[src/rtl/abst_pkg.sv]
// Shared types and constants for the implicit-array binary search tree block.
// No dependencies; every other file of the block but abst_ram imports this package.
package abst_pkg;

  localparam int MAX_NODES_DEF = 1024;
  localparam int KEY_WIDTH_DEF = 32;
  localparam int IN_KEY_W      = 32;
  localparam int STATUS_W      = 3;
  localparam int SLOT_W        = 10;

  localparam logic CMD_INSERT = 1'b0;
  localparam logic CMD_SEARCH = 1'b1;

  typedef enum logic [STATUS_W-1:0] {
    ST_INSERTED  = 3'd0,
    ST_DUPLICATE = 3'd1,
    ST_NO_ROOM   = 3'd2,
    ST_FOUND     = 3'd3,
    ST_NOT_FOUND = 3'd4
  } status_t;

  typedef struct packed {
    logic                       cmd;
    logic signed [IN_KEY_W-1:0] key;
  } in_item_t;

  typedef struct packed {
    status_t           status;
    logic [SLOT_W-1:0] slot;
  } out_item_t;

  typedef struct packed {
    logic eq;
    logic gt;
  } cmp_res_t;

endpackage

[src/rtl/abst_cmp.sv]
// Shared key comparator used once per tree level by the walk sequencer.
// Depends on abst_pkg for the compare result type.
module abst_cmp #(
  parameter int KEY_WIDTH = abst_pkg::KEY_WIDTH_DEF
) (
  input  logic signed [KEY_WIDTH-1:0] stored_key,
  input  logic signed [KEY_WIDTH-1:0] want_key,
  output abst_pkg::cmp_res_t          res
);
  import abst_pkg::*;

  // Two's complement order of the keys.
  assign res.eq = (stored_key == want_key);
  assign res.gt = (stored_key > want_key);

endmodule

[config.mk]
export PLATFORM = sky130hd
export DESIGN_NAME = abst_cmp
export DESIGN_NICKNAME = d
export VERILOG_FILES = /design/src/rtl/abst_pkg.sv /design/src/rtl/abst_cmp.sv
export SDC_FILE = /design/constraint.sdc
export NUM_CORES = 1
export LEC_CHECK = 0
export BUFFER_PORTS_ARGS = -buffer_cell sky130_fd_sc_hd__buf_2
export CAP_MARGIN = 10
export CELL_PAD_IN_SITES_DETAIL_PLACEMENT = 0
export CELL_PAD_IN_SITES_GLOBAL_PLACEMENT = 1
export CORE_ASPECT_RATIO = 0.8
export CORE_UTILIZATION = 27
export DETAILED_ROUTE_END_ITERATION = 10
export GPL_TIMING_DRIVEN = 0
export PLACE_DENSITY = 0.89
export SYNTH_ARGS = -nofsm -noshare
export SYNTH_HDL_FRONTEND = slang
export SYNTH_SLANG_ARGS = --single-unit
[constraint.sdc]
create_clock -name vclk -period 3
set_clock_uncertainty 0.1 [all_clocks]
set_input_delay 0.6 -clock vclk [all_inputs]
set_output_delay 0.6 -clock vclk [all_outputs]
set_load 0.005 [all_outputs]
==> metrics.txt <==
status=completed; Yosys cell types=23; worst hold slack=1.63 ns; setup violators final=0; Final Hold Fails=0; DR vias/cell=4.38; Period Utilization, post-route=98.2%; Post-Syn Area per Cell=7.41 um^2; hold crit path type=in -> out; crit path kind=in -> out; Detail Route Antenna Nets=0; Rel. slew slack=77.7%; leading area contributor after synthesis=ha_1; Worst Path Required=2.30 ns; GRT overflow=0; DRT Wirelength=2080 um; syn nets=210; Least-Margin Pin Slew=0.334 ns; vias in the first global route=820; Cell Rows=17; fmax=339 MHz; synth warn=0; Storage cell area=0 um^2; Seq/Total Area, Yosys=0%; largest cells by area after synthesis=ha_1 (47%), inv_1 (15%), a21oi_1 (4.7%); Pre-Repair DR Iteration Count=2; Worst Path Arrival=2.25 ns; post-synthesis cell area=845 um^2; Met3 Wirelength=143 um; Die Y=52.0 um; clock buffer count in the final layout=0; final critical-path required period=2.95 ns; DR top layer=met3; Mapped Cells=114; n_diodes=0; WL per Instance=9.20 um; CP endpoint kind=output pin; seq_cells=0; total power=171 uW; # fillers=304; GPL Wtd Cong=0.621; VDD IR max=0.0000420 V; P&R area growth vs syn=70.7%; area share of the largest cell type after synthesis=47.4%; unrepaired setup endpoints after global routing=yes; Top-Level Pins=66; commonest non-fill, non-tap cell in the layout=buf_2; pins over their slew limit=0; initial antenna violation count=0; most frequent cells in the layout=buf_2 (59), inv_1 (29), ha_1 (27); drc violations=0; total core area=2870 um^2; number of max-cap violations=0; crit path launch type=primary input; die area=3360 um^2; post-DP HPWL=1770 um; DRT met1 WL=947 um; first-pass GRT wire length=3080 um; metal2 WL=990 um; PD cells=118 nW/um^2; DR vias=990; port buffer count=66; die width=64.5 um; Initial DRC Count=7; nets@finish=286; pin count of the biggest net entering global routing=5; crit path max fanout=2; GRT Total Usage=10.8%; initial core utilization=29.4%; share of cells above drive strength 1=50.0%; Leak Pwr=0.885 nW
-- worst max-delay path, stage by stage --
cell	delay, ns
buf_2	0.09
inv_1	0.08
ha_4	0.20
a21o_1	0.15
a221o_1	0.33
a221oi_2	0.29
o21ai_2	0.11
nor3_2	0.17
nand2b_1	0.11
buf_2	0.11
-- synth_stat cells --
cell,n
a21oi_1,8
nand4_2,1
nand3_1,2
a21o_1,4
nor2_1,2
nor4_4,1
and2_0,1
nand2b_1,2
a221oi_1,3
inv_1,33
a221o_1,1
and4_1,1
nand4_1,5
o211a_1,1
nand2b_4,1
nand2_1,6
a31oi_1,1
or3_1,1
nor3_1,1
o221ai_1,1
nor2b_1,1
ha_1,32
o21ai_0,5
-- per-layer routing --
metal,global-route usage (%),vias to the layer above
met2,19.8,38
li1,-,548
met3,0.658,0
met5,0,-
met4,0,0
met1,14.7,404
-- timing repair --
action / in CTS / in global routing
buffers inserted: 3 / 5
hold buffers: 0 / 0
endpoints found under the hold margin: 0 / 0
pin swaps: 3 / 10
resized for setup: 6 / 23
endpoints found under the setup margin: 1 / 1
-- cell families (layout without fill, tap and decap cells) --
logic type	Yosys count	in the layout	share of synthesized area [%]
AND/OR/NAND/NOR	25	25	19.4
adder cells (fa/ha/maj)	32	32	47.4
AO/OA/AOI/OAI	24	24	18.5
buffers and inverters	33	107	14.7
-- report_power, final --
| part | switching, mW | leakage (nW) | total [mW] | internal [mW] |
|---|---|---|---|---|
| clock | 0 | 0 | 0 | 0 |
| combinational | 0.0746 | 0.885 | 0.171 | 0.0960 |
| sequential | 0 | 0 | 0 | 0 |
-- final cells by class --
| cell class | count | area [um^2] | area share (%) |
|---|---|---|---|
| multi-input cells | 81 | 833 | 57.8 |
| repair buffers | 74 | 434 | 30.1 |
| inverters | 33 | 126 | 8.77 |
| well taps | 38 | 47.5 | 3.30 |
-- through the flow --
step | instances | setup TNS [ns] | worst slack, ns | util, % | instance area, um^2
2_1_floorplan | 114 | 0 | 0.306 | - | 845
3_3_place_gp | 218 | -0.0725 | -0.0725 | 42.6 | 1220
3_5_place_dp | 218 | -0.106 | -0.106 | 42.6 | 1220
4_1_cts | 221 | 0 | 0.00913 | 44.5 | 1280
5_1_grt | 226 | -0.0605 | -0.0605 | 50.2 | 1440
6_report | 226 | 0 | 0.0538 | 50.2 | 1440
-- worst paths after layout --
check / start / end / slack [ns] / cells after the start
min: want_key[0] / res[1] / 1.63 / 5
max: want_key[25] / res[0] / 0.05 / 10
(Power assumes the default switching activity.)
