[src/rtl/abst_pkg.sv]
// Shared types and constants for the implicit-array binary search tree block.
// No dependencies; every other file of the block but abst_ram imports this package.
package abst_pkg;

  localparam int MAX_NODES_DEF = 1024;
  localparam int KEY_WIDTH_DEF = 32;
  localparam int IN_KEY_W      = 32;
  localparam int STATUS_W      = 3;
  localparam int SLOT_W        = 10;

  localparam logic CMD_INSERT = 1'b0;
  localparam logic CMD_SEARCH = 1'b1;

  typedef enum logic [STATUS_W-1:0] {
    ST_INSERTED  = 3'd0,
    ST_DUPLICATE = 3'd1,
    ST_NO_ROOM   = 3'd2,
    ST_FOUND     = 3'd3,
    ST_NOT_FOUND = 3'd4
  } status_t;

  typedef struct packed {
    logic                       cmd;
    logic signed [IN_KEY_W-1:0] key;
  } in_item_t;

  typedef struct packed {
    status_t           status;
    logic [SLOT_W-1:0] slot;
  } out_item_t;

  typedef struct packed {
    logic eq;
    logic gt;
  } cmp_res_t;

endpackage

[src/rtl/abst_walk.sv]
// Walk sequencer: clears the slot store after reset, then walks the tree one level per cycle.
// Depends on abst_pkg; drives the slot RAM and the shared comparator from the top level.
module abst_walk #(
  parameter int MAX_NODES = abst_pkg::MAX_NODES_DEF,
  parameter int KEY_WIDTH = abst_pkg::KEY_WIDTH_DEF
) (
  input  logic                             clk,
  input  logic                             rst_n,
  input  logic                             in_valid,
  output logic                             in_stall,
  input  abst_pkg::in_item_t               in_data,
  output logic                             ram_we,
  output logic [$clog2(MAX_NODES)-1:0]     ram_waddr,
  output logic [KEY_WIDTH:0]               ram_wdata,
  output logic [$clog2(MAX_NODES)-1:0]     ram_raddr,
  input  logic [KEY_WIDTH:0]               ram_rdata,
  output logic signed [KEY_WIDTH-1:0]      cmp_stored,
  output logic signed [KEY_WIDTH-1:0]      cmp_want,
  input  abst_pkg::cmp_res_t               cmp_res,
  output logic                             res_valid,
  output abst_pkg::out_item_t              res_data,
  input  logic                             res_take
);
  import abst_pkg::*;

  localparam int AW = $clog2(MAX_NODES);
  localparam int IW = AW + 1;

  typedef enum logic [3:0] {
    S_CLEAR = 4'b0001,
    S_IDLE  = 4'b0010,
    S_WALK  = 4'b0100,
    S_DONE  = 4'b1000
  } state_t;

  state_t                      state_r, state_nxt;
  logic [AW-1:0]               clr_cnt_r, clr_cnt_nxt;
  logic [IW-1:0]               idx_r, idx_nxt;
  logic                        cmd_r, cmd_nxt;
  logic signed [KEY_WIDTH-1:0] key_r, key_nxt;
  out_item_t                   res_r, res_nxt;

  logic                        stored_valid;
  logic [IW-1:0]               child_idx;
  logic                        past_end;

  assign stored_valid = ram_rdata[KEY_WIDTH];
  assign cmp_stored   = ram_rdata[KEY_WIDTH-1:0];
  assign cmp_want     = key_r;

  // Left child when the stored key is greater, right child otherwise.
  assign child_idx = {idx_r[IW-2:0], ~cmp_res.gt};
  assign past_end  = (child_idx >= IW'(MAX_NODES));

  assign in_stall  = (state_r != S_IDLE);
  assign res_valid = (state_r == S_DONE);
  assign res_data  = res_r;

  always_comb begin
    state_nxt   = state_r;
    clr_cnt_nxt = clr_cnt_r;
    idx_nxt     = idx_r;
    cmd_nxt     = cmd_r;
    key_nxt     = key_r;
    res_nxt     = res_r;
    ram_we      = 1'b0;
    ram_waddr   = clr_cnt_r;
    ram_wdata   = '0;
    ram_raddr   = AW'(1);
    unique case (state_r)
      S_CLEAR: begin
        ram_we      = 1'b1;
        clr_cnt_nxt = clr_cnt_r + AW'(1);
        if (clr_cnt_r == AW'(MAX_NODES - 1)) begin
          state_nxt = S_IDLE;
        end
      end
      S_IDLE: begin
        if (in_valid) begin
          cmd_nxt   = in_data.cmd;
          key_nxt   = KEY_WIDTH'(in_data.key);
          idx_nxt   = IW'(1);
          state_nxt = S_WALK;
        end
      end
      S_WALK: begin
        priority if (!stored_valid) begin
          if (cmd_r == CMD_INSERT) begin
            ram_we         = 1'b1;
            ram_waddr      = idx_r[AW-1:0];
            ram_wdata      = {1'b1, key_r};
            res_nxt.status = ST_INSERTED;
            res_nxt.slot   = SLOT_W'(idx_r);
          end else begin
            res_nxt.status = ST_NOT_FOUND;
            res_nxt.slot   = '0;
          end
          state_nxt = S_DONE;
        end else if (cmp_res.eq) begin
          res_nxt.status = (cmd_r == CMD_INSERT) ? ST_DUPLICATE : ST_FOUND;
          res_nxt.slot   = SLOT_W'(idx_r);
          state_nxt      = S_DONE;
        end else if (past_end) begin
          res_nxt.status = (cmd_r == CMD_INSERT) ? ST_NO_ROOM : ST_NOT_FOUND;
          res_nxt.slot   = '0;
          state_nxt      = S_DONE;
        end else begin
          idx_nxt   = child_idx;
          ram_raddr = child_idx[AW-1:0];
        end
      end
      S_DONE: begin
        if (res_take) begin
          state_nxt = S_IDLE;
        end
      end
      default: begin
        state_nxt = S_CLEAR;
      end
    endcase
  end

  always_ff @(posedge clk) begin
    if (!rst_n) begin
      state_r   <= S_CLEAR;
      clr_cnt_r <= '0;
    end else begin
      state_r   <= state_nxt;
      clr_cnt_r <= clr_cnt_nxt;
    end
  end

  always_ff @(posedge clk) begin
    idx_r <= idx_nxt;
    cmd_r <= cmd_nxt;
    key_r <= key_nxt;
    res_r <= res_nxt;
  end

endmodule

[config.mk]
export PLATFORM = sky130hd
export DESIGN_NAME = abst_walk
export DESIGN_NICKNAME = d
export VERILOG_FILES = /design/src/rtl/abst_pkg.sv /design/src/rtl/abst_walk.sv
export SDC_FILE = /design/constraint.sdc
export NUM_CORES = 1
export LEC_CHECK = 0
export BUFFER_PORTS_ARGS = -buffer_cell sky130_fd_sc_hd__buf_2
export CORE_MARGIN = 5
export CORE_UTILIZATION = 46
export DETAILED_ROUTE_END_ITERATION = 12
export GPL_TIMING_DRIVEN = 1
export MAX_ROUTING_LAYER = met4
export PLACE_DENSITY = 0.85
export SLEW_MARGIN = 30
export SYNTH_ARGS = -nofsm -noshare
export SYNTH_HDL_FRONTEND = slang
export SYNTH_SLANG_ARGS = --single-unit
[constraint.sdc]
create_clock -name clk -period 7.4 [get_ports clk]
set_input_delay 1.11 -clock clk [delete_from_list [all_inputs] [get_ports clk]]
set_output_delay 1.11 -clock clk [all_outputs]
set_load 0.01 [all_outputs]
==> flow_summary.yaml, run 1 <==
timing:
  fin_crit_ps: 3540
  fin_crit_sh: 0.4784
  drv_slew: 0
  finalSetupViolations: 0
  slew_headroom: 0.5161
  hold_viol: 0
  fin_setup_tns_ps: 0
  rsz0062_at_grt: "no"
  fmax_mhz: 282.4
  fin_skew_ps: 5.259
  worst_pin_slew_ps: 722.5
floorplan:
  die_y_um: 94.27
  die_w_um: 94.27
  ios: 205
  coreArea_sq_um: 6869
  initial_core_util: 0.4756
  dieArea_sq_um: 8887
  std_cell_rows: 30
synthesis:
  ys_seq_elements: 70
  yosysWarningCount: 0
  avgSynthCellArea_sq_um: 12.47
  syn_nets: 336
  async_reset_ff_frac: 0
  ys.flop_type: "edfxtp_1"
  yosysSeqAreaShare: 0.6005
  syn_inst: 262
  synth_cell_types: 39
  synth_enable_flop_cells: 56
  synthesis.area_sq_um: 3267
clock_tree:
  post_cts_buffers: 0
  cts_root_buf: "clkbuf_8"
  clk_path_buf_depth: 2
  ctsHoldBuffers: 0
  cts_tree: "built"
  clock_sink_count: 70
  clock_latency_ps: 330
  ctsHtreeMaxLevel: 3
  cts_made_buffers: 9
  clkSlewWorstSetupHoldPaths_ps: 70
  cts_resized: 0
global_routing:
  grt_pass1_wl_um: 11690
  antenna_found_initial: 0
  grt_max_degree: 45
  gr-usage-all-layers: 0.1792
  grt-ovfl-total: 0
  grt_pass1_vias: 2236
placement:
  dp_hpwl_um: 6037
  numPortBuffers: 140
  gp_congestion: 0.8209
  dp.cells: 456
flow_run:
  drv_cap: 0
worst_setup_path:
  start_kind: "flip-flop"
  crit_top_cell: "buf_4"
  crit_end: "ram_waddr[7]"
  worstRegToRegCells: 3
  max_stage_delay_ps: 450
  crit_type: "reg -> out"
  crit_chain: "nor4b_2, buf_4, nor3b_4, buf_4, mux2_2, buf_2"
  r2r-end: "cmp_want[16]$_DFFE_PP_"
  crit_path_end_kind: "output pin"
  cp_max_fo: 44
  cp.arrival_ps: 2430
  crit_start: "state_r[2]$_SDFFE_PN0P_"
  required_ps: 6290
  r2r_slack_ps: 5020
  cp_slowest_cell: "dfxtp_1"
  reg2reg_from: "state_r[1]$_SDFFE_PN0P_"
outcome:
  status: "finished, final reports clean"
worst_hold_path:
  hold_class: "reg -> reg"
power_and_ir_drop:
  leakage_nw: 1.763
  p_per_area_nw_per_um2: 200.4
  peakVddDrop_uv: 136.0
final_layout:
  drive_gt1_frac: 0.4628
  layout.nets: 445
  layout.cells.non_filler: 472
  diodes: 0
  syn_to_final_growth_pct: 22.90
drt:
  drt-initial-drc-count: 113
  via_per_inst: 4.907
  ant_nets: 0
  wl_per_cell_um: 16.62
  drcViolationCount: 0
  routed-via-count: 2316
  finalWirelength_um: 7844
  firstDrtPassIters: 4
==> area by class of cell <==
| class | count | area, sq um |
|---|---|---|
| Fill cell | 583 | 2854 |
| Tap cell | 96 | 120.1 |
| Clock buffer | 9 | 123.9 |
| Timing Repair Buffer | 142 | 715.7 |
| Multi-Input combinational cell | 141 | 978.4 |
| Clock inverter | 7 | 88.84 |
| Inverter | 7 | 26.28 |
| Sequential cell | 70 | 1962 |
==> sequential cells by signal, summed over array words and instances (netlist names) <==
signal     count
cmp_want      32
state_r        4
clr_cnt_r     10
cmd_r          1
res_data      13
idx_r         10
==> cell usage in the layout (no fill, tap or decap), types with 2 or more instances in the layout <==
cell type and count:
clkbuf_8 9, xnor2_1 2, a21oi_1 8, o21ai_0 2, nor4_1 3, buf_2 140, mux2_2 11, nor2_1 2
buf_4 2, or3_1 2, clkinv_1 3, inv_1 5, edfxtp_1 56, o31ai_1 5, nand3_1 5, dfxtp_1 14
and2_1 53, or4_1 4, ha_1 2, and3_1 9, nor4b_1 3, bufinv_16 2, mux2i_1 2, nand2_1 10
nand2b_1 4
==> cell families (layout without fill, tap and decap cells) <==
logic type | Yosys count | count (layout) | share of synthesized area
simple gates | 105 | 105 | 0.2038
flops | 70 | 70 | 0.6005
buf+inv | 51 | 165 | 0.1023
compound gates | 19 | 19 | 0.03639
mux | 13 | 13 | 0.04405
fa+ha+maj | 2 | 2 | 0.007659
xor+xnor | 2 | 2 | 0.005363
==> synthesized netlist by cell type (2+ instances only) <==
master,n,share of area
ha_1,2,0.0077
buf_6,2,0.0069
clkbuf_1,6,0.0069
and3_1,9,0.017
and2_1,53,0.10
nand2b_1,4,0.0077
dfxtp_1,14,0.086
xnor2_1,2,0.0054
or4_1,4,0.0092
nand2_1,10,0.011
o31ai_1,5,0.011
buf_2,3,0.0046
or3_1,2,0.0038
o21ai_0,2,0.0031
nor4_1,3,0.0057
nor4b_1,3,0.0080
buf_4,33,0.076
edfxtp_1,56,0.51
nor2_1,2,0.0023
nand3_1,5,0.0077
inv_1,6,0.0069
mux2i_1,2,0.0061
mux2_2,11,0.038
a21oi_1,8,0.012
==> critical path, delay by kind of cell (launching register included) <==
kind                   cells  cell delay [ps]
multiplexers               1              410
AND/OR/NAND/NOR            2              440
flip-flops                 1              450
buffers and inverters      3              780
==> worst min-delay path by stage <==
stage | start | to | slack, ps | cells past startpoint
floorplan | clr_cnt_r[8]$_SDFFE_PN0P_ | clr_cnt_r[8]$_SDFFE_PN0P_ | 450 | 2
global placement | clr_cnt_r[8]$_SDFFE_PN0P_ | clr_cnt_r[8]$_SDFFE_PN0P_ | 480 | 2
detailed placement | clr_cnt_r[8]$_SDFFE_PN0P_ | clr_cnt_r[8]$_SDFFE_PN0P_ | 490 | 2
CTS | clr_cnt_r[8]$_SDFFE_PN0P_ | clr_cnt_r[8]$_SDFFE_PN0P_ | 500 | 2
global route | clr_cnt_r[7]$_SDFFE_PN0P_ | clr_cnt_r[7]$_SDFFE_PN0P_ | 540 | 2
finish | clr_cnt_r[1]$_SDFFE_PN0P_ | clr_cnt_r[1]$_SDFFE_PN0P_ | 510 | 2
==> where the power goes <==
group | total (mW) | internal (mW) | leakage, nW | switching, mW
logic | 0.0464 | 0.0231 | 1.04 | 0.0232
clock network | 0.323 | 0.187 | 0.104 | 0.136
registers | 0.435 | 0.428 | 0.621 | 0.00722
total | 0.805 | 0.638 | 1.76 | 0.166
==> routing by layer <==
layer	vias to the layer above	part of all wire	GRT usage
met1	1089	0.37	0.1957
met4	0	0.018	0.06378
met2	95	0.54	0.3008
met5	-	0	-
li1	1116	-	-
met3	16	0.068	0.06571
==> metrics by stage <==
stage / utilization / instance area (sq um) / total power [mW] / worst slack (ps) / hold slack, ps
2_1_floorplan: - / 3267 / 0.4890 / 4320 / 453.2
3_3_place_gp: 0.5525 / 3795 / 0.4866 / 3780 / 476.6
3_5_place_dp: 0.5536 / 3802 / 0.4898 / 3936 / 490.5
4_1_cts: 0.5845 / 4015 / 0.8135 / 3843 / 500.4
5_1_grt: 0.5845 / 4015 / 0.8412 / 3705 / 537.3
6_report: 0.5845 / 4015 / 0.8047 / 3860 / 509.5
No activity file was read; power rests on OpenSTA's default activity.
==> run 2, diff against run 1 <==
Settings changed: CORE_UTILIZATION 46 to 39, PLACE_DENSITY 0.85 to 0.77.
Clock period 7.4 ns to 3.1 ns, I/O delays scaled along.
==> flow_summary.yaml, run 2 (same netlist as run 1, synthesis figures left out) <==
outcome:
  status: "finished, final reports clean"
clock_tree:
  cts_made_buffers: 9
  clock_latency_ps: 340
  cts_root_buf: "clkbuf_8"
  clkSlewWorstSetupHoldPaths_ps: 70
  clock_sink_count: 70
  ctsHoldBuffers: 0
  clk_path_buf_depth: 2
  cts_tree: "built"
  cts_resized: 0
  post_cts_buffers: 0
  ctsHtreeMaxLevel: 3
placement:
  gp_congestion: 0.8130
  post-place-ws_ps: 673.9
  postPlaceCellArea_sq_um: 3836
  numPortBuffers: 140
  dp_hpwl_um: 5892
  dp.cells: 469
worst_setup_path:
  cp.arrival_ps: 2310
  start_kind: "flip-flop"
  crit_buf_inv: 2
  crit_type: "reg -> out"
  crit_family: "simple AND/OR/NAND/NOR gates"
  reg2reg_from: "state_r[1]$_SDFFE_PN0P_"
  required_ps: 2630
  cp_slowest_cell: "nor3b_4"
  crit_chain: "nor4b_2, nor3b_4, buf_4, and2_1, buf_2"
  max_stage_delay_ps: 570
  worstRegToRegCells: 4
  crit_path_end_kind: "output pin"
  r2r-end: "cmp_want[20]$_DFFE_PP_"
  cp_max_fo: 28
  r2r_slack_ps: 810
floorplan:
  initial_core_util: 0.3996
  die_y_um: 101.5
  std_cell_rows: 33
  dieArea_sq_um: 10310
  coreArea_sq_um: 8175
  ios: 205
  die_w_um: 101.5
drt:
  ant_nets: 0
  firstDrtPassIters: 4
  wl_per_cell_um: 15.43
  routed-via-count: 2323
  drcViolationCount: 0
  drt-initial-drc-count: 73
  met1_length_um: 2922
  dr_wl_met2_um: 3750
  wl_met3_um: 581
  highest_layer: "met4"
  via_per_inst: 4.790
  finalWirelength_um: 7484
timing:
  fin_setup_tns_ps: 0
  rsz0062_at_grt: "no"
  fin_skew_ps: 8.660
  fin_crit_ps: 2772
  fin_worst_hold_slack_ps: 295.6
  drv_slew: 0
  slew_headroom: 0.5569
  timing.final.ws_setup_ps: 327.8
  hold_viol: 0
  finalSetupViolations: 0
  worst_pin_slew_ps: 655.3
  fin_crit_sh: 0.8943
  fmax_mhz: 360.7
power_and_ir_drop:
  leakage_nw: 1.768
  p_total_mw: 1.854
  p_per_area_nw_per_um2: 460.6
  peakVddDrop_uv: 215.7
global_routing:
  gr-usage-all-layers: 0.1465
  grt-ovfl-total: 0
  grt_max_degree: 34
  grt_pass1_vias: 2277
  grt_pass1_wl_um: 11240
  antenna_found_initial: 0
worst_hold_path:
  hp-start: "in_data[0]"
  hold_path_depth: 1
  holdPathEnd: "cmp_want[0]$_DFFE_PP_"
  hold_class: "in -> reg"
final_layout:
  layout_common_cells: "140 x buf_2, 56 x edfxtp_1, 53 x and2_1, 14 x dfxtp_1, 11 x mux2_2"
  syn_to_final_growth_pct: 23.21
  final_area_sq_um: 4025
  fin_util: 0.4923
  drive_gt1_frac: 0.4605
  layout.nets: 449
  largest_register_ffs: 32
  layout_commonest_cell: "buf_2"
  diodes: 0
  layout.cells.non_filler: 485
flow_run:
  drv_cap: 0
[run 2: how the worst max path moves through the flow]
stage	start	end	slack [ps]	cells after the start
floorplan	state_r[0]$_SDFFE_PN1P_	cmd_r$_DFFE_PP_	560	4
global placement	state_r[0]$_SDFFE_PN1P_	ram_wdata[9]	830	5
detailed placement	state_r[0]$_SDFFE_PN1P_	ram_wdata[23]	670	5
CTS	state_r[0]$_SDFFE_PN1P_	ram_wdata[23]	290	5
global route	state_r[0]$_SDFFE_PN1P_	ram_wdata[4]	80	5
finish	state_r[0]$_SDFFE_PN1P_	ram_wdata[12]	330	5
[run 2: power by group]
part	switching, mW	total (mW)	internal [mW]
combinational	0.0548	0.110	0.0551
sequential	0.0169	1.04	1.02
clock	0.342	0.706	0.364
[run 2: area by class of cell]
class	count	area, sq um
clock inverters	7	65.06
flip-flops and latches	70	1962
clock buffers	9	123.9
fillers	770	4150
inverters	7	26.28
repair buffers	146	745.7
well taps	105	131.4
multi-input cells	141	970.9
[run 2: routing by layer]
metal	global-route usage	vias up
li1	-	1121
met1	0.1698	1085
met2	0.2289	93
met3	0.04132	24
met4	0.08078	0
met5	-	-
